File: config.mk
export PLATFORM = sky130hd
export DESIGN_NAME = slkt_cell
export DESIGN_NICKNAME = d
export VERILOG_FILES = /design/src/hw/rtl/slkt_pkg.sv /design/src/hw/rtl/slkt_cell.sv
export SDC_FILE = /design/constraint.sdc
export NUM_CORES = 1
export LEC_CHECK = 0
export ABC_AREA = 1
export BUFFER_PORTS_ARGS = -buffer_cell sky130_fd_sc_hd__buf_4
export CORE_MARGIN = 2
export CORE_UTILIZATION = 41
export CTS_BUF_LIST = sky130_fd_sc_hd__clkbuf_16
export DETAILED_ROUTE_END_ITERATION = 10
export PLACE_DENSITY = 0.75
export SLEW_MARGIN = 5
export SYNTH_ARGS = -nofsm -noshare
export SYNTH_HDL_FRONTEND = slang
export SYNTH_SLANG_ARGS = --single-unit
File: constraint.sdc
create_clock -name clk -period 7.15 [get_ports clk]
set_input_delay 1.43 -clock clk [delete_from_list [all_inputs] [get_ports clk]]
set_output_delay 1.43 -clock clk [all_outputs]
set_load 0.03 [all_outputs]
File: src/hw/rtl/slkt_pkg.sv
// Shared types and constants for the sorted leaf key table.
// Used by slkt_cell, slkt_ctrl, sorted_leaf_key_table and its checker.
`default_nettype none

package slkt_pkg;

  localparam int ENTRY_LIMIT_DEF = 31;
  localparam int KEY_BITS_DEF    = 32;
  localparam int VALUE_BITS_DEF  = 32;

  localparam int OP_W     = 2;
  localparam int STATUS_W = 2;
  localparam int FIELD_W  = 32;
  localparam int COUNT_W  = 6;

  typedef enum logic [OP_W-1:0] {
    OP_INSERT = 2'd0,
    OP_LOOKUP = 2'd1,
    OP_REMOVE = 2'd2
  } op_t;

  typedef enum logic [STATUS_W-1:0] {
    ST_OK      = 2'd0,
    ST_DUP     = 2'd1,
    ST_MISSING = 2'd2,
    ST_NOROOM  = 2'd3
  } status_t;

  typedef enum logic [1:0] {
    S_IDLE,
    S_EXEC,
    S_DONE
  } state_t;

  // Write command broadcast to every cell for one cycle.
  typedef struct packed {
    logic ins;
    logic rem;
  } cell_cmd_t;

endpackage

`default_nettype wire

File: src/hw/rtl/slkt_cell.sv
// One slot of the sorted table: holds a key/value record, compares it with
// the request and shifts from its left or right neighbor. Uses slkt_pkg.
`default_nettype none

module slkt_cell #(
  parameter int KEY_BITS   = slkt_pkg::KEY_BITS_DEF,
  parameter int VALUE_BITS = slkt_pkg::VALUE_BITS_DEF
) (
  input  wire logic                  clk,
  input  wire slkt_pkg::cell_cmd_t   cmd,
  input  wire logic                  occupied,
  input  wire logic [KEY_BITS-1:0]   req_key,
  input  wire logic [VALUE_BITS-1:0] req_value,
  input  wire logic                  left_lt,
  input  wire logic [KEY_BITS-1:0]   left_key,
  input  wire logic [VALUE_BITS-1:0] left_value,
  input  wire logic [KEY_BITS-1:0]   right_key,
  input  wire logic [VALUE_BITS-1:0] right_value,
  output logic                       lt,
  output logic                       eq,
  output logic [KEY_BITS-1:0]        key,
  output logic [VALUE_BITS-1:0]      value
);

  logic [KEY_BITS-1:0]   key_r,   key_nxt;
  logic [VALUE_BITS-1:0] value_r, value_nxt;

  assign lt    = occupied && (key_r < req_key);
  assign eq    = occupied && (key_r == req_key);
  assign key   = key_r;
  assign value = value_r;

  always_comb begin
    key_nxt   = key_r;
    value_nxt = value_r;
    if (cmd.ins && !lt) begin
      // first slot not below the key takes the new record, later ones shift up
      if (left_lt) begin
        key_nxt   = req_key;
        value_nxt = req_value;
      end else begin
        key_nxt   = left_key;
        value_nxt = left_value;
      end
    end else if (cmd.rem && !lt) begin
      // close the gap from the removed slot on
      key_nxt   = right_key;
      value_nxt = right_value;
    end
  end

  always_ff @(posedge clk) begin
    key_r   <= key_nxt;
    value_r <= value_nxt;
  end

endmodule

`default_nettype wire

---- Yosys cells after proc, flatten, opt, wreduce, memory -nomap -nowiden ----
Index checks and enable logic that the tools add are counted.
word-level totals
  bits in registers ....................... 64
  input bits .............................. 197
  logic and storage cells ................. 16
  output and inout port bits .............. 66
operators by class
  muxes and demuxes ....................... 6
  magnitude comparators ................... 1
  equality and inequality tests ........... 1
  reductions and logical operators ........ 6
operators by type and width
  kind                         number
  2-to-1 mux 32 bit            6
  == test 32 bit               1
  less-than comparator 32 bit  1
  logical AND 1 bit            4
  nonzero test 2 bit           1
  logical NOT 1 bit            1

---- Longest topological paths before layout ----
Gate-level depths: netlist of run 1.
  word-level depth ........................ 6
  mapped depth ............................ 17
  depth with buffers taken out ............ 16

---- Worst setup path after synthesis of run 1 ----
No wires, ideal clock.
  path type ............................... input to register
  start point ............................. input req_key[11]
  end point ............................... register key_r[0], in the netlist key[0], enable pin
  stages .................................. 13
  setup time .............................. 0.487 ns
  data arrival time ....................... 5.289 ns
  slack ................................... 1.374 ns
  data required time ...................... 6.663 ns
  cell sequence ........................... inv_1 ha_1 nand2_1 inv_2 nand3_2 nor3_2 nand2_1 nand2_1 nand2_1 nand2_4 buf_12 inv_1 nor2_1
on the way
  word-level cells in the longest chain between the ends .. 5
  elaborated cells on any way between the ends .. 6
ends and longest elaborated chain
  element                                      line                              text
  from (decl)                                  slkt_cell.sv:12                   input wire logic [KEY_BITS-1:0] req_key,
  less-than comparator 32 bit *                slkt_cell.sv:28                   assign lt = occupied && (key_r < req_key);
  logical AND 1 bit *                          slkt_cell.sv:28
  named net lt                                 slkt_cell.sv:19                   output logic lt,
  logical NOT 1 bit *                          slkt_cell.sv:36, slkt_cell.sv:45
  logical AND 1 bit, on equally long branches  slkt_cell.sv:36, slkt_cell.sv:45
  nonzero test 2 bit (no line) *               n/a
  to (signal assigned)                         slkt_cell.sv:53                   key_r <= key_nxt;
  to (decl)                                    slkt_cell.sv:25                   logic [KEY_BITS-1:0] key_r, key_nxt;
The timed path passes the listed nets; every way through them passes the cells marked *.
A chain may end at the register's enable or synchronous reset.

---- Worst setup path after layout of run 1 ----
  start point ............................. input req_key[27]
  end point ............................... output lt
on the way
  word-level cells in the longest chain between the ends .. 2
ends and longest elaborated chain
  element                      line
  less-than comparator 32 bit  slkt_cell.sv:28
  logical AND 1 bit            slkt_cell.sv:28
  to (decl)                    slkt_cell.sv:19
Every way passes these cells.

==> metrics.csv, run 1 <==
metric;value;unit
status;completed;
slowest cell delay on critical path;0.58;ns
Seq cells post-synth;64;
max cap viols;0;
drc violations;0;
Post-synth EDFFs;64;
share of the synthesized area in the top cell type;41.8;%
HP Class;primary input to register;
RSZ-0062 raised after global routing;false;
count leader, synth;nand2_1;
WL met1;5160;um
Setup violations, final;0;
peak supply drop;0.102;mV
most instantiated cells after synthesis;nand2_1, edfxtp_1, nand3_1;
synth unique cells;25;
largest net degree at the start of global routing;96;
Max clock buf depth;2;
die footprint;12100;um2
syn nets;759;
Static Leak;3.49;nW
clock-pin slew on the worst setup and hold paths;0.06;ns
Synth async-reset ratio;0;%
DPL Wire Length;10500;um
wire per inst;15.3;um
first-pass GRT wire length;20900;um
Clock Latency Late Sink;0.33;ns
DRT antenna net count;0;
post-CTS sizing;0;
Yosys Warn Count;0;
ant diodes;0;
uppermost routed layer;met4;
Period minus WS final;4.98;ns
clk sink count;64;
1st-pass router iterations;6;
Routability Congestion;0.872;
die width;110;um
initial DRC count;235;
WL met3;1010;um
crit path cell chain;buf_4 -> inv_1 -> ha_1 -> nand2_1 -> o21ai_0 -> nand2_1 -> nand2_1 -> a21oi_2 -> nand2_4 -> inv_1 -> buf_4;
Peak Freq;0.201;GHz
crit-path most repeated cell;nand2_1;
postcts setup bufs;0;
CTS Root Cell;clkbuf_16;
worst-margin pin slew;1.00;ns
Max FO, Critical Path;66;
Core ar.;10900;um2
WL final;14000;um
Crit. End Element;output pin;
critical path type;primary input to output pin;
routed length on met2;7450;um
gr usage total;22.8;%
layout cells sized above 1;43.7;%
# rows;38;
CP max-delay cell;nand2_4;
Vias/cell;4.98;
Top Ports;263;
CTS tree;done;
ys flop type;edfxtp_1;
Post-Syn Area;4600;um2
slew margin rel.;33.3;%
Hold Vio Cnt, Final;0;
Overflow after GRT;0;
Synth-to-Final Area Change;48.3;%
Tot Pwr;1.48;mW
crit share post-route;69.6;%
Syn Area/Cell;8.67;um2
CTS Buf Count;9;
Synth area leader;edfxtp_1;
Die Height;110;um
crit path DAT;3.55;ns
hold buffer count at CTS;0;
final max-slew violation count;0;
register area share after synthesis;41.8;%
Area contributors post-synth;edfxtp_1, nand2_1, ha_1, mux2_2, nand3_1;
PwrDens;217;nW/um2
Startpoint Class;primary input;
layout net count;1002;
setup TNS;0;ns
Fin Hold WS;1.36;ns
CTS HTree Levels;3;
antenna violations before repair;0;
Worst Path Required;5.72;ns
Port-buffer cells;262;
initial core utilization;42.2;%
Max Clock Skew;0.00592;ns
vias in the first global route;4587;
Syn Inst Count;530;
DR vias;4576;
-- layout by cell type, fill, tap and decap left out --
cell / netlist / layout
a21oi_1: 42 / 42
clkinvlp_4: 0 / 2
nor2_1: 43 / 42
a21oi_2: 1 / 1
and3_1: 1 / 1
nand3_1: 45 / 45
nor3_1: 1 / 1
nor2_2: 2 / 2
a21o_1: 1 / 1
bufinv_16: 0 / 1
nand3_2: 21 / 21
edfxtp_1: 64 / 64
nor2_4: 0 / 1
nand4_1: 2 / 2
nor3_2: 1 / 1
clkinv_2: 0 / 3
inv_1: 40 / 41
nand2_1: 164 / 164
nand2_4: 2 / 2
inv_2: 1 / 1
buf_4: 6 / 263
clkbuf_16: 0 / 9
mux2_2: 33 / 33
ha_1: 32 / 32
nand3b_1: 1 / 1
o21ai_0: 2 / 2
-- worst max-delay path: cells and delay by family --
family	cells	cell delay, ns
simple gates	4	0.82
buf+inv	4	0.57
compound gates	2	0.35
fa+ha+maj	1	0.30
-- layer usage --
metal	GRT usage, %	vias up
met2	41.8	207
met1	25.0	2077
met3	5.04	29
li1	-	2263
met5	0	-
met4	9.49	0
-- logic make-up (layout without fill, tap and decap cells) --
| kind of cell | count (synthesis) | after routing | synth area share, % |
|---|---|---|---|
| AO/OA/AOI/OAI | 46 | 46 | 5.14 |
| adder cells (fa/ha/maj) | 32 | 32 | 8.71 |
| buffers and inverters | 72 | 320 | 8.22 |
| flip-flops | 64 | 64 | 41.8 |
| multiplexers | 33 | 33 | 8.08 |
| AND/OR/NAND/NOR | 283 | 283 | 28.0 |
-- path summary, 6_finish.rpt --
| check | cells past startpoint | start | slack, ns | end |
|---|---|---|---|---|
| hold / removal | 3 | right_key[17] | 1.36 | key[17]$_DFFE_PP_ |
| setup / recovery | 11 | req_key[27] | 2.17 | lt |
| setup reg to reg | 10 | key[27]$_DFFE_PP_ | 3.33 | value[2]$_DFFE_PP_ |
| hold reg to reg | 7 | key[23]$_DFFE_PP_ | 1.62 | key[9]$_DFFE_PP_ |
-- where the power goes --
part | internal [mW] | leakage [nW] | switching, mW | total (mW)
Sequential | 0.494 | 0.636 | 0.0255 | 0.519
Combinational | 0.217 | 2.71 | 0.318 | 0.535
Clock | 0.266 | 0.142 | 0.159 | 0.425
-- through the flow --
stage	utilization [%]	setup slack (ns)	instances	instance area [um2]
CTS	62.6	2.21	918	6820
global route	62.6	2.00	918	6820
finish	62.6	2.17	918	6820
global placement	60.0	2.22	902	6530
detailed placement	60.0	2.20	902	6530
floorplan	-	1.37	530	4600
-- layout make-up --
cell class	instances	area, um2
repair buffers	263	1970
clock inverters	7	63.8
well taps	140	175
fillers	943	4070
inverters	41	154
clock buffers	9	225
multi-input cells	394	2300
flip-flops and latches	64	1920
-- registers in the layout, summed over array words and instances, names as in the netlist --
signal	cells
key	32
value	32
Power figures use the tool's default switching activity.
==> run 2: changes to the inputs <==
ABC_AREA = 0   (was 1)
PLACE_DENSITY = 0.79   (was 0.75)
clock period = 4.27 ns   (was 7.15 ns; I/O delays follow)
==> run 2 against run 1 <==
  * Clock power increased by 68%
  * Total power increased by 63%
  * Sequential power increased by 63%
  * Highest routed layer unchanged
==> metrics.csv, run 2 <==
metric;value;unit;change
worst path buffer plus inverter count;3;;-1
slowest cell delay on critical path;0.38;ns;-0.20 ns
hold buffer count at CTS;0;;unchanged
slew margin rel.;44.0;%;+11 points
Vias/cell;4.93;;-1.1%
final non-filler cell total;731;;-20%
Overflow after GRT;0;;unchanged
family with the most delay on the worst path;compound AO/OA/AOI/OAI gates;;
share of the synthesized area in the top cell type;42.3;%;+0.51 points
layout cells sized above 1;69.4;%;+26 points
DRT antenna net count;0;;unchanged
Clock Latency Late Sink;0.32;ns;about the same
ys flop type;edfxtp_1;;
Core ar.;10800;um2;-0.44%
ant diodes;0;;unchanged
status;completed;;
vias in the first global route;3822;;-17%
crit path cell chain;buf_4 -> inv_1 -> ha_1 -> a21oi_1 -> o21ai_0 -> a221o_1 -> or3_1 -> a21oi_1 -> buf_4;;
1st-pass router iterations;6;;unchanged
combinational cell fraction of total power;35.3;%;-0.8 points
adder-cell share of the synthesized area;8.82;%;+0.11 points
Synth async-reset ratio;0;%;unchanged
post-synthesis compound-gate area fraction;3.61;%;-1.5 points
clk sink count;64;;unchanged
postcts setup bufs;0;;unchanged
clock-pin slew on the worst setup and hold paths;0.05;ns;about the same
Max clock buf depth;2;;unchanged
share of power burned in registers;35.1;%;about the same
Synth area leader;edfxtp_1;;
Top Ports;263;;unchanged
Static Leak;3.41;nW;-2.3%
xor-xnor portion of the synthesized cell area;0;%;unchanged
Area contributors post-synth;edfxtp_1, mux2_4, mux2_2, ha_1, inv_1;;
count leader, synth;mux2_2;;
Die Height;109;um;-0.58%
wire per inst;16.8;um;+10%
Syn Inst Count;322;;-39%
largest net degree at the start of global routing;65;;-32%
RSZ-0062 raised after global routing;false;;
Startpoint Class;primary input;;
HP Class;primary input to register;;
sw power;0.721;mW;+44%
Worst Path Required;3.42;ns;-2.30 ns
Hold Vio Cnt, Final;0;;unchanged
drc violations;0;;unchanged
layout net count;815;;-19%
die footprint;11900;um2;-1.2%
Synth-to-Final Area Change;52.6;%;
Max Clock Skew;0.00435;ns;-0.00158 ns
synth unique cells;27;;+8.0%
syn nets;551;;-27%
first-pass GRT wire length;18100;um;-13%
gr usage total;20.1;%;-2.6 points
Setup violations, final;0;;unchanged
Yosys Warn Count;0;;unchanged
worst-margin pin slew;0.840;ns;-0.161 ns
initial DRC count;114;;-51%
placed insts;715;;-21%
simple-gate share of the synthesized area;3.36;%;-25 points
PwrDens;347;nW/um2;+60%
antenna violations before repair;0;;unchanged
Internal;1.69;mW;+73%
CTS Buf Count;9;;unchanged
Routability Congestion;0.777;;-11%
setup TNS;0;ns;unchanged
sw frac;29.9;%;-4.0 points
Max FO, Critical Path;2;;-97%
Post-Syn Area;4540;um2;-1.2%
Seq cells post-synth;64;;unchanged
DR vias;3604;;-21%
final max-slew violation count;0;;unchanged
peak supply drop;0.162;mV;+59%
Syn Area/Cell;14.1;um2;+63%
# rows;38;;unchanged
register area share after synthesis;42.3;%;+0.51 points
Post-synth EDFFs;64;;unchanged
CTS HTree Levels;3;;unchanged
die width;109;um;-0.58%
CP max-delay cell;or3_1;;
post-CTS sizing;0;;unchanged
critical path type;primary input to output pin;;
most instantiated cells after synthesis;mux2_2, edfxtp_1, mux2_4;;
Clock Power Share;29.6;%;+0.9 points
commonest non-fill, non-tap cells in the layout;buf_4, mux2_2, edfxtp_1;;
CTS tree;done;;
most common cell after layout, fill and taps aside;buf_4;;
mux cell area share after synthesis;36.7;%;+29 points
DPL Wire Length;9690;um;-7.7%
CTS Root Cell;clkbuf_16;;
Crit. End Element;output pin;;
Port-buffer cells;262;;unchanged
WL final;12300;um;-12%
crit share post-route;85.5;%;
Fin Hold WS;0.824;ns;-0.539 ns
initial core utilization;41.9;%;-0.32 points
crit path DAT;2.80;ns;-0.75 ns
Period minus WS final;3.65;ns;
Peak Freq;0.274;GHz;
Filler Cell Count;853;;-9.5%
largest family of logic cells by synthesized area;multiplexers;;
max cap viols;0;;unchanged
## run 2: cell count changes after synthesis, sizes merged, moves of 2 or more
cell and change:
a21oi -31, a221o +2, a22oi +2, and4 +2
buf -17, inv -9, mux2 +95, nand2 -159
nand3 -63, nand4 +2, nor2 -40, nor3 -2
nor4 +2, o211ai +2
## run 2: power by group through the flow
stage	clock (mW)	combinational, mW	sequential (mW)
finish	0.712	0.850	0.846
global route	0.757	0.910	0.856
CTS	0.723	0.860	0.847
detailed placement	0	0.856	0.859
global placement	0	0.837	0.856
floorplan	0	0.341	1.03
## run 2: metal layers
| metal | up-vias | share of wire [%] | GRT usage (%) | wire, um |
|---|---|---|---|---|
| met2 | 155 | 54 | 38.6 | 6640 |
| li1 | 1745 | - | - | - |
| met3 | 12 | 7.7 | 5.56 | 947 |
| met1 | 1692 | 37 | 21.1 | 4520 |
| met4 | 0 | 1.2 | 6.24 | 152 |
| met5 | - | 0 | 0 | 0 |
## run 2: area by class of cell
type | instances | area [um2] | share of cell area, %
clock buffer | 9 | 225 | 3.25
clock inverter | 7 | 62.6 | 0.903
inverter | 32 | 120 | 1.73
multi-input combinational | 213 | 2390 | 34.5
sequential | 64 | 1920 | 27.7
tap | 140 | 175 | 2.53
timing repair buffer | 266 | 2030 | 29.4
## run 2: worst paths after layout
kind / start / slack, ns / endpoint / cells after the start
worst min register to register: key[15]$_DFFE_PP_ / 1.39 / key[7]$_DFFE_PP_ / 6
worst min-delay path: right_value[13] / 0.82 / value[13]$_DFFE_PP_ / 2
worst max register to register: key[14]$_DFFE_PP_ / 1.25 / key[20]$_DFFE_PP_ / 8
worst max-delay path: req_key[7] / 0.62 / lt / 9
## run 2: cell families (layout without fill, tap and decap cells)
| kind of cell | after synthesis | in the layout |
|---|---|---|
| buf+inv | 45 | 314 |
| simple gates | 29 | 29 |
| fa+ha+maj | 32 | 32 |
| flops | 64 | 64 |
| compound gates | 24 | 24 |
| mux | 128 | 128 |
## run 2: metrics by stage
step / power, mW / setup WS (ns) / area [um2] / util (%)
2_1_floorplan: 1.37 / 0.594 / 4550 / -
3_3_place_gp: 1.69 / 0.655 / 6640 / 61.3
3_5_place_dp: 1.71 / 0.628 / 6640 / 61.3
4_1_cts: 2.43 / 0.628 / 6930 / 63.9
5_1_grt: 2.52 / 0.503 / 6930 / 63.9
6_report: 2.41 / 0.620 / 6930 / 63.9
==> run 3: changes to the inputs <==
CTS_BUF_LIST = sky130_fd_sc_hd__clkbuf_8   (was sky130_fd_sc_hd__clkbuf_16)
==> run 3 against run 2 <==
  * Register-to-register slack barely moved
  * Die area is the same
  * Utilization decreased by 0.93 points
  * Global-route usage shrank 0.086 points
  * Largest cell class unchanged
  * Worst setup slack worse by 0.0041 ns
  * First-iteration DRC count down 11%
  * Sequential share of layout area rose by 0.41 points
  * Clock power shrank 30%
  * Total power fell by 8.8%
  * Final cell count unchanged
  * Routed wire length about the same
  * Fmax decreased by 0.11%
  * Critical endpoint unchanged
==> metrics.csv, run 3 (synthesis results as in run 2) <==
metric;value;unit;change
layout cells sized above 1;69.4;%;unchanged
DPL Wire Length;9690;um;unchanged
HP Class;primary input to register;;
critical path type;primary input to output pin;;
ant diodes;0;;unchanged
placed insts;715;;unchanged
Clock Latency Late Sink;0.33;ns;about the same
first-pass GRT wire length;18000;um;-0.61%
Routability Congestion;0.777;;unchanged
drc violations;0;;unchanged
initial core utilization;41.9;%;unchanged
DRT antenna net count;0;;unchanged
Port-buffer cells;262;;unchanged
setup TNS;0;ns;unchanged
crit path cell chain;buf_4 -> inv_1 -> ha_1 -> a21oi_1 -> o21ai_0 -> a221o_1 -> or3_1 -> a21oi_1 -> buf_4;;
post-layout util;63.0;%;-0.93 points
die width;109;um;unchanged
status;completed;;
Max FO, Critical Path;2;;unchanged
Setup violations, final;0;;unchanged
most common cell after layout, fill and taps aside;buf_4;;
dpl ws;0.628;ns;unchanged
Crit. End Element;output pin;;
Max clock buf depth;2;;unchanged
slowest cell delay on critical path;0.38;ns;about the same
wire per inst;16.8;um;about the same
final non-filler cell total;731;;unchanged
clock-pin slew on the worst setup and hold paths;0.07;ns;+0.02 ns
crit share post-route;85.6;%;+0.095 points
CTS Buf Count;9;;unchanged
Startpoint Class;primary input;;
CTS HTree Levels;3;;unchanged
clk sink count;64;;unchanged
commonest non-fill, non-tap cells in the layout;buf_4, mux2_2, edfxtp_1;;
Die Height;109;um;unchanged
Overflow after GRT;0;;unchanged
vias in the first global route;3807;;-0.39%
Max Clock Skew;0.00691;ns;+0.00256 ns
peak supply drop;0.163;mV;+0.71%
gr usage total;20.0;%;-0.086 points
CTS tree;done;;
Fin Hold WS;0.814;ns;-0.0100 ns
Worst Path Required;3.42;ns;about the same
Vias/cell;4.95;;+0.42%
Period minus WS final;3.65;ns;+0.00407 ns
Final WS setup;0.616;ns;-0.00407 ns
Hold Vio Cnt, Final;0;;unchanged
worst-margin pin slew;0.846;ns;+0.00588 ns
Top Ports;263;;unchanged
Peak Freq;0.274;GHz;-0.11%
Core ar.;10800;um2;unchanged
slew margin rel.;43.6;%;-0.39 points
initial DRC count;101;;-11%
Synth-to-Final Area Change;50.4;%;
largest net degree at the start of global routing;65;;unchanged
1st-pass router iterations;4;;-2
hold buffer count at CTS;0;;unchanged
CTS Root Cell;clkbuf_8;;
final max-slew violation count;0;;unchanged
PwrDens;322;nW/um2;-7.4%
WL final;12300;um;about the same
postcts setup bufs;0;;unchanged
layout net count;815;;unchanged
die footprint;11900;um2;unchanged
crit path DAT;2.80;ns;about the same
RSZ-0062 raised after global routing;false;;
DR vias;3619;;+0.42%
max cap viols;0;;unchanged
Static Leak;3.36;nW;-1.4%
post-CTS sizing;0;;unchanged
R2R setup slack;1.25;ns;about the same
# rows;38;;unchanged
CP max-delay cell;or3_1;;
antenna violations before repair;0;;unchanged
-- run 3: area by class of cell --
| class | instances | area, um2 |
|---|---|---|
| clock buffer | 9 | 124 |
| clock inverter | 7 | 62.6 |
| fill | 860 | 4010 |
| inverter | 32 | 120 |
| multi-input combinational | 213 | 2390 |
| sequential | 64 | 1920 |
| tap | 140 | 175 |
| timing repair buffer | 266 | 2030 |
-- run 3: worst max-delay path: cells and delay by family --
kind            cells  cell delay [ns]
fa+ha+maj           1             0.29
buf+inv             3             0.35
simple gates        1             0.38
compound gates      4             0.92
-- run 3: worst paths after layout --
| kind | from | endpoint | depth (start not counted) |
|---|---|---|---|
| min reg2reg | key[15]$_DFFE_PP_ | key[20]$_DFFE_PP_ | 6 |
| max | req_key[7] | lt | 9 |
| max reg2reg | key[14]$_DFFE_PP_ | value[27]$_DFFE_PP_ | 8 |
| min | right_value[13] | value[13]$_DFFE_PP_ | 2 |
-- run 3: report_power, final --
part	internal, mW	switching [mW]	leakage, nW	total [mW]
sequential	0.808	0.0364	0.629	0.845
clock	0.263	0.238	0.0901	0.501
combinational	0.433	0.419	2.64	0.851
-- run 3: per-layer routing --
layer  routed length (um)  global-route usage [%]
met3                  896                    5.02
met2                 6630                    38.3
met4                  155                    7.59
met1                 4570                    20.9
met5                    0                       0
-- run 3: metrics by stage --
step / total power, mW / area [um2]
2_1_floorplan: 1.37 / 4550
3_3_place_gp: 1.69 / 6640
3_5_place_dp: 1.71 / 6640
4_1_cts: 2.23 / 6830
5_1_grt: 2.31 / 6830
6_report: 2.20 / 6830
