`src/hw/rtl/slkt_pkg.sv`:
```
// Shared types and constants for the sorted leaf key table.
// Used by slkt_cell, slkt_ctrl, sorted_leaf_key_table and its checker.
`default_nettype none

package slkt_pkg;

  localparam int ENTRY_LIMIT_DEF = 31;
  localparam int KEY_BITS_DEF    = 32;
  localparam int VALUE_BITS_DEF  = 32;

  localparam int OP_W     = 2;
  localparam int STATUS_W = 2;
  localparam int FIELD_W  = 32;
  localparam int COUNT_W  = 6;

  typedef enum logic [OP_W-1:0] {
    OP_INSERT = 2'd0,
    OP_LOOKUP = 2'd1,
    OP_REMOVE = 2'd2
  } op_t;

  typedef enum logic [STATUS_W-1:0] {
    ST_OK      = 2'd0,
    ST_DUP     = 2'd1,
    ST_MISSING = 2'd2,
    ST_NOROOM  = 2'd3
  } status_t;

  typedef enum logic [1:0] {
    S_IDLE,
    S_EXEC,
    S_DONE
  } state_t;

  // Write command broadcast to every cell for one cycle.
  typedef struct packed {
    logic ins;
    logic rem;
  } cell_cmd_t;

endpackage

`default_nettype wire

```
`src/hw/rtl/slkt_ctrl.sv`:
```
// Request sequencer for the sorted leaf key table: holds the request,
// record count and result, and issues the cell write command. Uses slkt_pkg.
`default_nettype none

module slkt_ctrl #(
  parameter int ENTRY_LIMIT = slkt_pkg::ENTRY_LIMIT_DEF,
  parameter int KEY_BITS    = slkt_pkg::KEY_BITS_DEF,
  parameter int VALUE_BITS  = slkt_pkg::VALUE_BITS_DEF,
  localparam int SLOTS      = ENTRY_LIMIT + 1,
  localparam int HALF       = (ENTRY_LIMIT + 1) / 2,
  localparam int CNT_W      = $clog2(SLOTS + 1)
) (
  input  wire logic                             clk,
  input  wire logic                             rst_n,
  input  wire logic                             in_valid,
  output logic                                  in_ready,
  input  wire logic [slkt_pkg::OP_W-1:0]        in_operation,
  input  wire logic [slkt_pkg::FIELD_W-1:0]     in_search_key,
  input  wire logic [slkt_pkg::FIELD_W-1:0]     in_new_value,
  output logic                                  out_valid,
  input  wire logic                             out_ready,
  output logic [slkt_pkg::STATUS_W-1:0]         out_status,
  output logic [slkt_pkg::FIELD_W-1:0]          out_found_value,
  output logic [slkt_pkg::COUNT_W-1:0]          out_record_count,
  output logic                                  out_is_full,
  output logic                                  out_is_underflow,
  output logic                                  out_can_lend,
  input  wire logic                             hit,
  input  wire logic [VALUE_BITS-1:0]            hit_value,
  output slkt_pkg::cell_cmd_t                   cmd,
  output logic [CNT_W-1:0]                      count,
  output logic [KEY_BITS-1:0]                   req_key,
  output logic [VALUE_BITS-1:0]                 req_value
);

  slkt_pkg::state_t state_r, state_nxt;

  logic [slkt_pkg::OP_W-1:0]     op_r;
  logic [KEY_BITS-1:0]           key_r;
  logic [VALUE_BITS-1:0]         value_r;
  logic [CNT_W-1:0]              count_r, count_nxt;
  slkt_pkg::status_t             status_r, status_nxt;
  logic [slkt_pkg::FIELD_W-1:0]  found_r, found_nxt;
  logic                          full_r, under_r, lend_r;
  logic                          exec, do_ins, do_rem;

  // Next state
  always_comb begin
    state_nxt = state_r;
    unique case (state_r)
      slkt_pkg::S_IDLE: if (in_valid) state_nxt = slkt_pkg::S_EXEC;
      slkt_pkg::S_EXEC: state_nxt = slkt_pkg::S_DONE;
      slkt_pkg::S_DONE: if (out_ready) state_nxt = slkt_pkg::S_IDLE;
      default:          state_nxt = slkt_pkg::S_IDLE;
    endcase
  end

  // State outputs
  always_comb begin
    in_ready  = 1'b0;
    out_valid = 1'b0;
    exec      = 1'b0;
    unique case (state_r)
      slkt_pkg::S_IDLE: in_ready  = 1'b1;
      slkt_pkg::S_EXEC: exec      = 1'b1;
      slkt_pkg::S_DONE: out_valid = 1'b1;
      default: ;
    endcase
  end

  // Decide the operation from the cells' match result
  always_comb begin
    status_nxt = slkt_pkg::ST_MISSING;
    found_nxt  = '0;
    count_nxt  = count_r;
    do_ins     = 1'b0;
    do_rem     = 1'b0;
    unique case (op_r)
      slkt_pkg::OP_INSERT: begin
        if (hit) begin
          status_nxt = slkt_pkg::ST_DUP;
        end else if (count_r >= CNT_W'(SLOTS)) begin
          status_nxt = slkt_pkg::ST_NOROOM;
        end else begin
          status_nxt = slkt_pkg::ST_OK;
          do_ins     = 1'b1;
          count_nxt  = count_r + CNT_W'(1);
        end
      end
      slkt_pkg::OP_LOOKUP: begin
        if (hit) begin
          status_nxt = slkt_pkg::ST_OK;
          found_nxt  = slkt_pkg::FIELD_W'(hit_value);
        end
      end
      slkt_pkg::OP_REMOVE: begin
        if (hit) begin
          status_nxt = slkt_pkg::ST_OK;
          do_rem     = 1'b1;
          count_nxt  = count_r - CNT_W'(1);
        end
      end
      default: ;
    endcase
  end

  assign cmd.ins   = exec && do_ins;
  assign cmd.rem   = exec && do_rem;
  assign count     = count_r;
  assign req_key   = key_r;
  assign req_value = value_r;

  always_ff @(posedge clk) begin
    if (!rst_n) begin
      state_r <= slkt_pkg::S_IDLE;
      count_r <= '0;
    end else begin
      state_r <= state_nxt;
      if (exec) count_r <= count_nxt;
    end
  end

  always_ff @(posedge clk) begin
    if (in_valid && in_ready) begin
      op_r    <= in_operation;
      key_r   <= KEY_BITS'(in_search_key);
      value_r <= VALUE_BITS'(in_new_value);
    end
    if (exec) begin
      status_r <= status_nxt;
      found_r  <= found_nxt;
      full_r   <= count_nxt > CNT_W'(ENTRY_LIMIT);
      under_r  <= count_nxt < CNT_W'(HALF);
      lend_r   <= count_nxt > CNT_W'(HALF);
    end
  end

  assign out_status       = status_r;
  assign out_found_value  = found_r;
  assign out_record_count = slkt_pkg::COUNT_W'(count_r);
  assign out_is_full      = full_r;
  assign out_is_underflow = under_r;
  assign out_can_lend     = lend_r;

endmodule

`default_nettype wire

```
`config.mk`:
```
export PLATFORM = sky130hd
export DESIGN_NAME = slkt_ctrl
export DESIGN_NICKNAME = d
export VERILOG_FILES = /design/src/hw/rtl/slkt_pkg.sv /design/src/hw/rtl/slkt_ctrl.sv
export SDC_FILE = /design/constraint.sdc
export NUM_CORES = 1
export LEC_CHECK = 0
export ABC_AREA = 1
export ABC_CLOCK_PERIOD_IN_PS = 8410
export BUFFER_PORTS_ARGS = -buffer_cell sky130_fd_sc_hd__buf_4
export CORE_UTILIZATION = 45
export CTS_CLUSTER_DIAMETER = 40
export DETAILED_ROUTE_END_ITERATION = 16
export PLACE_DENSITY = 0.8
export RECOVER_POWER = 50
export SYNTH_ARGS = -nofsm -noshare
export SYNTH_HDL_FRONTEND = slang
export SYNTH_SLANG_ARGS = --single-unit
```
`constraint.sdc`:
```
create_clock -name clk -period 8.41 [get_ports clk]
set_input_delay 1.682 -clock clk [delete_from_list [all_inputs] [get_ports clk]]
set_output_delay 1.682 -clock clk [all_outputs]
set_load 0.02 [all_outputs]
```
# Word-level counts from Yosys, hierarchy flattened

Cells that the tools add are included.

$add $sub $neg: 2
$lt $le $gt $ge: 4
Equal/unequal tests: 6
Muxes and demuxes: 19
Reductions and logical operators: 8

Operators by type and width:

| kind                  | count |
|---|---|
| $mux W6               | 3 |
| $gt A6 B5 Y1 const B  | 2 |
| $pmux W6 S2           | 1 |
| $mux W2               | 5 |
| $mux W1               | 8 |
| $add A6 B1 Y6 const B | 1 |
| $ge A6 B6 Y1 const B  | 1 |
| $lt A6 B5 Y1 const B  | 1 |
| $pmux W2 S3           | 1 |
| $sub A6 B1 Y6 const B | 1 |
| $eq A2 B1 Y1 const B  | 2 |
| $eq A2 B2 Y1 const B  | 2 |
| $logic_not A2 Y1      | 2 |
| $ne A2 B2 Y1 const B  | 2 |
| $pmux W2 S2           | 1 |
| $reduce_and A2 Y1     | 2 |
| $logic_and A1 B1 Y1   | 3 |
| $reduce_or A2 Y1      | 1 |

Register bits: 111
Input bits: 103
Output and inout port bits: 117
Word-level logic and storage cells: 49

# Longest topological paths before layout

Gate-level depths: netlist (run 1).

Word-level depth: 5
Gate-level depth with buffers: 12
Depth with buffers taken out: 12

# Least setup slack after synthesis (run 1)

OpenSTA, ideal clock, no wires.

Path kind: input to register
Start: input in_valid
End: register op_r[0] (netlist bit) (enable)
Library setup time: 0.571 ns
Arrival time: 6.195 ns
Data required time: 7.839 ns
Path slack: 1.644 ns
Stages on the path: 2
Path buffers: 0
Cell sequence: inv_1 nor3_1

Word-level cells in the longest chain between the ends: 1

RTL lines:

| item                 | RTL line         | RTL |
|---|---|---|
| from (decl)          | slkt_ctrl.sv:15  | `input wire logic in_valid,` |
| $logic_and A1 B1 Y1  | slkt_ctrl.sv:124 | `if (in_valid && in_ready) begin` |
| to (signal assigned) | slkt_ctrl.sv:125 | `op_r <= in_operation;` |
| to (decl)            | slkt_ctrl.sv:38  | `logic [slkt_pkg::OP_W-1:0] op_r;` |

Every way passes these cells.
A chain may end at the register's enable or synchronous reset.

==> summary.txt, run 1 <==
Run status
  • Run status: finished clean

Worst setup path
  • Critical path peak fanout: 8
  • Critical Path AT: 2.55 ns
  • Kind of critical path: in2out
  • CP top delay family: buffers and inverters
  • CP Capture Type: output port
  • FF-to-FF path depth: 5
  • RR Endpoint: count[5]$_SDFFE_PN0P_
  • CP max stage delay: roughly 0.34 ns
  • WP buf/inv: 2
  • CP required: 6.73 ns
  • Critical Path Slowest Stage Cell: clkbuf_1
  • CP Launch Type: input port
  • Reg-to-reg slack, setup: approximately 6.3 ns
  • Worst path cell trace: clkbuf_1 -> nand2_1 -> nor2_1 -> buf_4
  • Crit Reg-Reg Startpoint: state_r[0]$_SDFFE_PN0P_

STA
  • Period utilisation layout: 0.504
  • Crit path time final: between 4 and 5 ns
  • Worst-Margin Slew: roughly 1.2 ns
  • F_max: between 0.2 and 0.25 GHz
  • Fin. max-slew vios: 0
  • RSZ-0062 raised after global routing: false
  • Setup Viol. Count Final: 0
  • PnR worst setup slack: ~4.2 ns
  • Final Skew: ~0.011 ns
  • Minimum hold slack: about 0.53 ns
  • Final setup TNS: 0 ns
  • Worst slew margin: 0.190
  • Hold Violations, Final: 0

Route
  • Routed vias: roughly 3000
  • Routed len/inst: ~16 um
  • Final ANT Viol Nets: 0
  • Number of remaining DRC errors: 0
  • Via density per instance: approximately 4.7
  • First-pass iteration count of the detailed router: 4
  • Initial detailed-routing violation count: just over 80
  • Detailed-route wire length: between 9000 and 10000 um

Floorplan
  • Ports: 220
  • Starting Density: 0.472
  • Die height: just under 100 um
  • Rows: 34
  • Core area: between 0.008 and 0.009 mm^2
  • Die Width: ~99 um
  • Die area: between 0.009 and 0.01 mm^2

Synth
  • Post-synth top area cell: edfxtp_1
  • Mapped Nets: 420
  • Simple-gate share of the synthesized area: 0.111
  • Seq cells post-synth: ~110
  • Cell variety after synth: 25
  • Main combinational cell family by area after synthesis: simple AND/OR/NAND/NOR gates
  • Synth warn: 0
  • Post-synth EDFFs: about 100
  • Synth async-reset ratio: 0
  • Post-Synth Adder-Cell Area: 0.0209
  • Sequential area share after synthesis: 0.775
  • Xor/xnor share of the synthesized area: 0
  • Mux cell area share after synthesis: 0
  • Synth Area per Inst: 13.5 um^2
  • Cells after synthesis: between 300 and 400
  • Synth Area in Compound Gates: 0.0215
  • Leading cell types by total area after synthesis: edfxtp_1 (74%), inv_1 (4.9%), nor2_1 (4.6%)
  • Cell Area, Synth: 0.00420 mm^2
  • Yosys top cell area share: 0.737
  • Primary flip-flop cell chosen by synthesis mapping: edfxtp_1

GRT
  • Overflow after GRT: 0
  • Largest net degree at the start of global routing: 67
  • Initial antenna violation count: 0
  • First-pass GRT wire length: between 10000 and 15000 um
  • GRT Overall Usage: 0.202
  • Number of global-route vias before repair: 2942

Finish
  • Final non-filler cell total: 642
  • N_diodes: 0
  • Commonest non-fill, non-tap cell in the layout: edfxtp_1
  • Final net count: about 640
  • Util after Layout: 0.662
  • Most frequent cells in the layout: edfxtp_1 (103), buf_4 (102), clkbuf_4 (66)
  • Share of layout cells above drive strength 1: 0.352
  • Area growth, synth to finish: 40.2%

Clock tree
  • Postcts setup bufs: 0
  • Clk_lat worst skew: roughly 0.35 ns
  • Clk slew on worst S/H paths: roughly 0.09 ns
  • H-tree lvl count: 3
  • Clk root buf: clkbuf_8
  • Sink Count: around 110
  • CTS buffer count: 9
  • CTS Hold Bufs: 0
  • Max clock buf depth: 2
  • CTS tree: built
  • Number of gates resized after CTS: 0

Power
  • Power share of the sequential group: 0.573
  • Combinational Power Share: 0.152
  • Pint: 0.000854 W
  • Clock network power share: 0.275
  • Max IR drop VDD: between 0.1 and 0.15 mV
  • Leak: 2.57 nW
  • Pwr dens: 196 mW/mm^2
  • Switching Fraction: 0.258
  • Psw: 0.000296 W

Job
  • Max-Cap Viols: 0

Worst hold path
  • HP Class: reg2reg
  • Hold EP: state_r[0]$_SDFFE_PN0P_
  • Min-delay src: state_r[0]$_SDFFE_PN0P_
  • Worst Hold Path Cells: 1

Placement
  • DP Wirelength: ~7500 um
  • Cell Count Post-Placement: about 630
  • Pre-CTS WS: around 4.3 ns
  • Port bufs: between 200 and 250
  • Routability cong.: just over 0.8
-- per-layer routing --
metal  global-route usage  part of all wire  vias up
met4               0.0815             0.020        0
met1                0.213              0.36     1413
li1                     -                 -     1451
met5                    0                 0        -
met2                0.394              0.56      122
met3               0.0369             0.059       12
-- power by group through the flow --
| stage | sequential [W] | clock [W] | combinational, W |
|---|---|---|---|
| after floorplan | 0.000714 | 0 | 0.0000519 |
| after global placement | 0.000670 | 0 | 0.000187 |
| after detailed placement | 0.000672 | 0 | 0.000190 |
| after CTS | 0.000660 | 0.000327 | 0.000191 |
| after global routing | 0.000663 | 0.000345 | 0.000188 |
| final | 0.000659 | 0.000317 | 0.000175 |
-- metrics by stage --
stage | area, um^2 | power, W
final | 5880 | 0.00115
after global routing | 5880 | 0.00120
after CTS | 6100 | 0.00118
after detailed placement | 5900 | 0.000863
after global placement | 5900 | 0.000857
after floorplan | 4200 | 0.000766
-- synth_stat cells (all sizes together), types with 2 or more instances --
| master | number |
|---|---|
| a21oi | 8 |
| buf | 9 |
| clkbuf | 3 |
| dfxtp | 8 |
| edfxtp | 103 |
| ha | 7 |
| inv | 56 |
| nand2 | 33 |
| nand3 | 14 |
| nand4 | 2 |
| nor2 | 55 |
| o21ai | 7 |
-- registers in the layout (all words and copies together), names as in the netlist --
name and cells:
out_is_underflow 1, out_is_full 1, op_r 2, out_can_lend 1, out_found_value 32, req_value 32
state_r 2, req_key 32, out_status 2, count 6
-- logic make-up (layout without fill, tap and decap cells) --
kind of cell             count (synthesis)  after routing
AO/OA/AOI/OAI                           17             17
adder cells (fa/ha/maj)                  7              7
buffers and inverters                   69            293
flip-flops                             111            111
AND/OR/NAND/NOR                        106            106
-- cell type report --
| type | count | area (um^2) |
|---|---|---|
| repair buffers | 220 | 1460 |
| multi-input cells | 130 | 624 |
| inverters | 57 | 215 |
| fillers | 705 | 3010 |
| flip-flops and latches | 111 | 3250 |
| clock buffers | 10 | 128 |
| clock inverters | 6 | 70.1 |
| well taps | 108 | 135 |
-- worst register-to-register path, stage by stage (launching register included) --
cell and delay, ns:
dfxtp_1 0.41, inv_1 0.09, nor2_4 0.90, inv_1 0.34, o21ai_0 0.25, inv_1 0.06
-- worst max-delay path by stage --
stage / start / to / slack, ns / cells past startpoint
floorplan: in_valid / op_r[0]$_DFFE_PP_ / 1.64 / 2
detailed placement: hit / cmd[1] / 4.34 / 5
CTS: state_r[0]$_SDFFE_PN0P_ / cmd[0] / 4.26 / 5
global placement: hit / cmd[1] / 4.35 / 5
finish: hit / cmd[0] / 4.17 / 4
global route: state_r[0]$_SDFFE_PN0P_ / cmd[1] / 4.05 / 5
Note: power is estimated with default switching activity, not from simulation.
==> inputs of run 2 (changes only) <==
--- a/config.mk
+++ b/config.mk
@@ -5,13 +5,13 @@
 export SDC_FILE = /design/constraint.sdc
 export NUM_CORES = 1
 export LEC_CHECK = 0
-export ABC_AREA = 1
-export ABC_CLOCK_PERIOD_IN_PS = 8410
+export ABC_AREA = 0
+export ABC_CLOCK_PERIOD_IN_PS = 3600
 export BUFFER_PORTS_ARGS = -buffer_cell sky130_fd_sc_hd__buf_4
-export CORE_UTILIZATION = 45
+export CORE_UTILIZATION = 40
 export CTS_CLUSTER_DIAMETER = 40
 export DETAILED_ROUTE_END_ITERATION = 16
-export PLACE_DENSITY = 0.8
+export PLACE_DENSITY = 0.76
 export RECOVER_POWER = 50
 export SYNTH_ARGS = -nofsm -noshare
 export SYNTH_HDL_FRONTEND = slang
==> constraint.sdc (replaced) <==
create_clock -name clk -period 3.6 [get_ports clk]
set_input_delay 0.72 -clock clk [delete_from_list [all_inputs] [get_ports clk]]
set_output_delay 0.72 -clock clk [all_outputs]
set_load 0.02 [all_outputs]
==> run 2 against run 1 <==
Non-clock buffer count rose by 1. Worst hold slack improved by 0.026 ns. Sequential share of layout area rose by 2.0 points. Via count fell by 5.2%. Utilization fell by 8.6 points. Sequential power rose by 130%. Area after synthesis fell by 2.5%. Critical endpoint is now cmd[1]. Clock skew fell by 0.0037 ns. Total power rose by 120%. Clock power rose by 120%.
==> summary.txt, run 2 <==
Run status
  • Run status: finished clean (unchanged)

Synth
  • Synth warn: 0 (unchanged)
  • Cell Area, Synth: 0.00409 mm^2 (was 0.00420 mm^2)
  • Yosys top cell area share: 0.756 (was 0.737)
  • Synth Area per Inst: 16.6 um^2 (was 13.5 um^2)
  • Mapped Nets: 356 (was 420)
  • Seq cells post-synth: 111 (unchanged)
  • Sequential area share after synthesis: 0.795 (was 0.775)
  • Synth async-reset ratio: 0 (unchanged)
  • Cells after synthesis: 246 (was 310)
  • Cell variety after synth: 37 (was 25)
  • Top cells by count, synth: edfxtp_1 (103), and3_1 (35), a21oi_1 (9), inv_1 (9) (was edfxtp_1 (103), inv_1 (55), nor2_1 (51), nand2_1 (31), nand3_1 (13))
  • Post-synth EDFFs: 103 (unchanged)
  • Post-synth top area cell: edfxtp_1 (unchanged)
  • Primary flip-flop cell chosen by synthesis mapping: edfxtp_1 (unchanged)
  • Most common cell in the netlist: edfxtp_1 (unchanged)
  • Leading cell types by total area after synthesis: edfxtp_1 (76%), and3_1 (5.4%), dfxtp_1 (3.9%) (was edfxtp_1 (74%), inv_1 (4.9%), nor2_1 (4.6%))

Floorplan
  • Die area: 0.0106 mm^2 (was 0.00972 mm^2)
  • Die Width: 103 um (was 98.6 um)
  • Core area: 0.00986 mm^2 (was 0.00889 mm^2)
  • Ports: 220 (unchanged)
  • Rows: 36 (was 34)
  • Starting Density: 0.415 (was 0.472)
  • Die height: 103 um (was 98.6 um)

STA
  • Period utilisation layout: 0.741
  • Worst slew margin: 0.429 (was 0.190)
  • Setup Viol. Count Final: 0 (unchanged)
  • PnR worst setup slack: 0.933 ns (was 4.17 ns)
  • Fin. max-slew vios: 0 (unchanged)
  • Crit path time final: ~2.7 ns
  • Final Skew: 0.00746 ns (was 0.0112 ns)
  • Final setup TNS: 0 ns (unchanged)
  • F_max: 0.375 GHz
  • Hold Violations, Final: 0 (unchanged)
  • Worst-Margin Slew: 0.857 ns (was 1.21 ns)
  • RSZ-0062 raised after global routing: false (unchanged)

Clock tree
  • Max clock buf depth: 2 (unchanged)
  • Postcts setup bufs: 0 (unchanged)
  • Clk slew on worst S/H paths: 0.10 ns (was 0.09 ns)
  • CTS Hold Bufs: 0 (unchanged)
  • CTS tree: built (unchanged)
  • H-tree lvl count: 3 (unchanged)
  • Clk_lat worst skew: 0.35 ns (about the same)
  • Number of gates resized after CTS: 0 (unchanged)
  • Clk root buf: clkbuf_8 (unchanged)
  • Sink Count: 111 (unchanged)
  • CTS buffer count: 9 (unchanged)

GRT
  • First-pass GRT wire length: 13800 um (was 14900 um)
  • Overflow after GRT: 0 (unchanged)
  • GRT Overall Usage: 0.179 (was 0.202)
  • Number of global-route vias before repair: 2628 (was 2942)
  • Initial antenna violation count: 0 (unchanged)
  • Largest net degree at the start of global routing: 67 (unchanged)

Finish
  • Commonest non-fill, non-tap cell in the layout: edfxtp_1 (unchanged)
  • Share of layout cells above drive strength 1: 0.315 (was 0.352)
  • Most frequent cells in the layout: edfxtp_1 (103), clkbuf_1 (91), clkbuf_4 (66) (was edfxtp_1 (103), buf_4 (102), clkbuf_4 (66))
  • Fillers: 887 (was 705)
  • Area growth, synth to finish: 38.7% (was 40.2%)
  • Util after Layout: 0.575 (was 0.662)
  • N_diodes: 0 (unchanged)
  • Final net count: 572 (was 639)

Route
  • First-pass iteration count of the detailed router: 5 (was 4)
  • Routed vias: 2841 (was 2998)
  • Number of remaining DRC errors: 0 (unchanged)
  • Routed len/inst: 16.5 um (was 15.6 um)
  • Initial detailed-routing violation count: 99 (was 82)
  • Via density per instance: 4.74 (was 4.67)
  • Detailed-route wire length: 9920 um (was 10000 um)
  • Final ANT Viol Nets: 0 (unchanged)

Power
  • Leak: 2.30 nW (was 2.57 nW)
  • Max IR drop VDD: 0.225 mV (was 0.135 mV)
  • Pwr dens: 454 mW/mm^2 (was 196 mW/mm^2)

Worst setup path
  • CP top delay family: simple AND/OR/NAND/NOR gates (was buffers and inverters)
  • Critical Path AT: 1.95 ns (was 2.55 ns)
  • CP Launch Type: register (was input port)
  • CP required: 2.88 ns (was 6.73 ns)
  • Kind of critical path: reg2out (was in2out)
  • Worst path cell trace: inv_1 -> ha_1 -> or3b_1 -> nor2_1 -> buf_4 (was clkbuf_1 -> nand2_1 -> nor2_1 -> buf_4)
  • CP Capture Type: output port (unchanged)
  • WP buf/inv: 2 (unchanged)
  • Critical Path Slowest Stage Cell: or3b_1 (was clkbuf_1)
  • Critical path peak fanout: 9 (was 8)
  • CP max stage delay: 0.46 ns (was 0.34 ns)

Placement
  • DP Wirelength: 7270 um (was 7510 um)
  • Port bufs: 219 (unchanged)
  • Routability cong.: 0.950 (was 0.823)
  • Pre-CTS WS: 1.03 ns (was 4.34 ns)

Worst hold path
  • HP Class: in2reg (was reg2reg)

Job
  • Max-Cap Viols: 0 (unchanged)
-- run 2: cell count changes after synthesis, sizes merged, moves of 3 or more --
cell / previous run / this run
inv: 56 / 9
nor2: 55 / 8
and3: 0 / 35
nand2: 33 / 8
nand3: 14 / 3
clkbuf: 3 / 8
o21ai: 7 / 2
and2: 0 / 4
nand2b: 0 / 4
nor3: 1 / 5
o22ai: 0 / 3
-- run 2: kinds of logic after synthesis --
family | share of synthesized area
AO/OA/AOI/OAI | 0.0428
adder cells (fa/ha/maj) | 0.0214
buffers and inverters | 0.0303
flip-flops | 0.795
multiplexers | 0.00245
AND/OR/NAND/NOR | 0.108
-- run 2: final timing paths --
path | startpoint | to | slack (ns) | cells past startpoint
hold reg to reg | state_r[0]$_SDFFE_PN0P_ | state_r[1]$_SDFFE_PN0P_ | 0.60 | 3
setup reg to reg | op_r[1]$_DFFE_PP_ | out_can_lend$_DFFE_PP_ | 1.03 | 7
setup / recovery | op_r[1]$_DFFE_PP_ | cmd[1] | 0.93 | 5
hold / removal | in_search_key[15] | req_key[15]$_DFFE_PP_ | 0.56 | 1
-- run 2: metrics by stage --
| stage | hold WS [ns] | area (um^2) | instances | total power, W |
|---|---|---|---|---|
| 2_1_floorplan | 0.590 | 4090 | 246 | 0.00174 |
| 3_3_place_gp | 0.560 | 5830 | 584 | 0.00194 |
| 3_5_place_dp | 0.591 | 5830 | 584 | 0.00195 |
| 4_1_cts | 0.515 | 6020 | 600 | 0.00265 |
| 5_1_grt | 0.528 | 5670 | 600 | 0.00268 |
| 6_report | 0.558 | 5670 | 600 | 0.00257 |
-- run 2: final cells by class --
| cell class | count | area, um^2 | area share |
|---|---|---|---|
| clock buffers | 9 | 124 | 0.0218 |
| flip-flops and latches | 111 | 3250 | 0.573 |
| multi-input cells | 110 | 716 | 0.126 |
| repair buffers | 221 | 1320 | 0.232 |
| inverters | 9 | 33.8 | 0.00595 |
| well taps | 133 | 166 | 0.0293 |
| clock inverters | 7 | 63.8 | 0.0112 |
-- run 2: report_power, final --
group | switching (W) | internal [W] | leakage, nW
clock network | 0.000389 | 0.000317 | 0.0957
logic | 0.000213 | 0.000134 | 1.14
registers | 0.0000261 | 0.00150 | 1.06
total | 0.000628 | 0.00195 | 2.30
-- run 2: metal layers --
metal	wire length [um]	GRT usage	vias to the layer above	part of all wire
met4	165	0.0726	0	0.017
li1	-	-	1360	-
met3	678	0.0447	14	0.068
met5	0	0	-	0
met1	3740	0.198	1339	0.38
met2	5340	0.327	128	0.54
-- run 2: worst register-to-register path: cells and delay by family (launching register included) --
kind | cells | cell delay (ns)
and+or+nand+nor | 2 | 0.96
buffers and inverters | 1 | 0.11
adders and majority gates | 1 | 0.33
AOI/OAI and AO/OA | 3 | 0.48
DFF | 1 | 0.43
==> inputs of run 3 (changes only) <==
--- a/config.mk
+++ b/config.mk
@@ -6,7 +6,7 @@
 export NUM_CORES = 1
 export LEC_CHECK = 0
 export ABC_AREA = 0
-export ABC_CLOCK_PERIOD_IN_PS = 3600
+export ABC_CLOCK_PERIOD_IN_PS = 2400
 export BUFFER_PORTS_ARGS = -buffer_cell sky130_fd_sc_hd__buf_4
 export CORE_UTILIZATION = 40
 export CTS_CLUSTER_DIAMETER = 40
==> constraint.sdc (replaced) <==
create_clock -name clk -period 2.4 [get_ports clk]
set_input_delay 0.48 -clock clk [delete_from_list [all_inputs] [get_ports clk]]
set_output_delay 0.48 -clock clk [all_outputs]
set_load 0.02 [all_outputs]
==> run 3 against run 2 <==
Combinational power is 57% higher. Utilization is 1.1 points higher. First-iteration DRC count is 31% lower. Sequential power is 50% higher. Worst setup slack worse by 0.82 ns. Sequential share of layout area is 1.0 points lower. Global-route usage is 0.24 points lower. Critical path depth stayed put. Worst hold slack worse by 0.25 ns. Final area is 1.8% higher.
==> summary.txt, run 3 (synthesis gave the netlist of run 2 again) <==
STA
  • Setup Viol. Count Final: 0 (unchanged)
  • RSZ-0062 raised after global routing: false (unchanged)
  • Final Skew: 0.0164 ns (was 0.00746 ns)
  • Worst slew margin: 0.201 (was 0.429)
  • Crit path time final: ~2.3 ns
  • Fin. max-slew vios: 0 (unchanged)
  • Final setup TNS: 0 ns (unchanged)
  • Hold Violations, Final: 0 (unchanged)
  • F_max: ~0.44 GHz
  • Period utilisation layout: 0.951
  • PnR worst setup slack: 0.118 ns (was 0.933 ns)
  • Worst-Margin Slew: 1.20 ns (was 0.857 ns)

Clock tree
  • H-tree lvl count: 3 (unchanged)
  • Max clock buf depth: 2 (unchanged)
  • CTS tree: built (unchanged)
  • Postcts setup bufs: 0 (unchanged)
  • Sink Count: 111 (unchanged)
  • CTS buffer count: 9 (unchanged)
  • Clk slew on worst S/H paths: 0.11 ns (was 0.10 ns)
  • Clk_lat worst skew: 0.36 ns (was 0.35 ns)
  • Clk root buf: clkbuf_8 (unchanged)

Worst setup path
  • CP required: 1.92 ns (was 2.88 ns)
  • CP Launch Type: register (unchanged)
  • Kind of critical path: reg2out (unchanged)
  • Critical Path AT: 1.80 ns (was 1.95 ns)
  • Critical path peak fanout: 9 (unchanged)
  • CP Capture Type: output port (unchanged)

GRT
  • First-pass GRT wire length: 13700 um (was 13800 um)
  • GRT Overall Usage: 0.176 (was 0.179)
  • Initial antenna violation count: 0 (unchanged)
  • Number of global-route vias before repair: 2709 (was 2628)
  • Overflow after GRT: 0 (unchanged)
  • Largest net degree at the start of global routing: 44 (was 67)

Finish
  • Multi-input logic area: 743 um^2 (was 716 um^2)
  • Area growth, synth to finish: 41.2% (was 38.7%)
  • Share of layout cells above drive strength 1: 0.353 (was 0.315)
  • N_diodes: 0 (unchanged)
  • Most frequent cells in the layout: edfxtp_1 (103), clkbuf_1 (81), buf_4 (76) (was edfxtp_1 (103), clkbuf_1 (91), clkbuf_4 (66))
  • Final net count: 574 (was 572)
  • Util after Layout: 0.586 (was 0.575)
  • Register area: 0.00325 mm^2 (unchanged)
  • Commonest non-fill, non-tap cell in the layout: edfxtp_1 (unchanged)
  • Fillers: 851 (was 887)

Route
  • Routed vias: 2862 (was 2841)
  • Detailed-route wire length: 10000 um (was 9920 um)
  • Number of remaining DRC errors: 0 (unchanged)
  • First-pass iteration count of the detailed router: 4 (was 5)
  • Routed len/inst: 16.7 um (was 16.5 um)
  • Via density per instance: 4.76 (was 4.74)
  • Initial detailed-routing violation count: 68 (was 99)
  • Final ANT Viol Nets: 0 (unchanged)

Floorplan
  • Die area: 0.0106 mm^2 (unchanged)
  • Die height: 103 um (unchanged)
  • Core area: 0.00986 mm^2 (unchanged)
  • Starting Density: 0.415 (unchanged)
  • Ports: 220 (unchanged)
  • Die Width: 103 um (unchanged)
  • Rows: 36 (unchanged)

Power
  • Pwr dens: 681 mW/mm^2 (was 454 mW/mm^2)
  • Total power draw: 0.00393 W (was 0.00257 W)
  • Leak: 2.36 nW (was 2.30 nW)
  • Max IR drop VDD: 0.274 mV (was 0.225 mV)

Placement
  • Routability cong.: 0.918 (was 0.950)
  • Pre-CTS WS: 0.138 ns (was 1.03 ns)
  • Port bufs: 219 (unchanged)
  • DP Wirelength: 7500 um (was 7270 um)

Run status
  • Run status: finished clean (unchanged)

Worst hold path
  • HP Class: in2reg (unchanged)

Job
  • Max-Cap Viols: 0 (unchanged)
-- run 3: worst paths after layout --
check                                              from  cells past startpoint                       to  slack (ns)
worst max register to register  state_r[0]$_SDFFE_PN0P_                      3  req_value[25]$_DFFE_PP_        0.29
worst min register to register    count[4]$_SDFFE_PN0P_                      2    count[4]$_SDFFE_PN0P_        0.61
worst max-delay path                  op_r[0]$_DFFE_PP_                      5                   cmd[1]        0.12
worst min-delay path                  in_search_key[27]                      1    req_key[27]$_DFFE_PP_        0.31
-- run 3: metrics by stage --
| stage | std cells | hold slack (ns) | instance area [um^2] |
|---|---|---|---|
| final | 601 | 0.306 | 5780 |
| after global routing | 601 | 0.275 | 5780 |
| after CTS | 601 | 0.259 | 6050 |
| after detailed placement | 586 | 0.584 | 5860 |
| after global placement | 586 | 0.557 | 5860 |
| after floorplan | 246 | 0.579 | 4090 |
-- run 3: worst max-delay path, stage by stage (launching register included) --
cell and delay (ns):
edfxtp_1 0.43, inv_1 0.15, ha_4 0.20, or3b_4 0.42, nor2_1 0.12, buf_4 0.15
-- run 3: report_power, final --
group | internal [W] | leakage, nW | switching, W | total (W)
Clock | 0.000493 | 0.0988 | 0.000612 | 0.00111
Sequential | 0.00224 | 1.06 | 0.0000411 | 0.00228
Combinational | 0.000221 | 1.20 | 0.000323 | 0.000544
Total | 0.00296 | 2.36 | 0.000976 | 0.00393
-- run 3: area by class of cell --
type | count | area share
clock buffers | 10 | 0.0221
inverters | 9 | 0.00585
well taps | 133 | 0.0288
repair buffers | 223 | 0.240
multi-input cells | 110 | 0.129
flip-flops and latches | 111 | 0.563
clock inverters | 5 | 0.0117
-- run 3: metal layers --
metal / vias to the layer above / part of all wire / global-route usage
met3: 16 / 0.081 / 0.0434
met1: 1357 / 0.36 / 0.188
met5: - / 0 / 0
met2: 134 / 0.54 / 0.323
li1: 1355 / - / -
met4: 0 / 0.019 / 0.0921
-- run 3: what timing repair did --
| item | 4_1_cts | 5_1_grt |
|---|---|---|
| resized for setup | 1 | 5 |
| setup endpoints to repair | 1 | 2 |
| hold buffers | 0 | 0 |
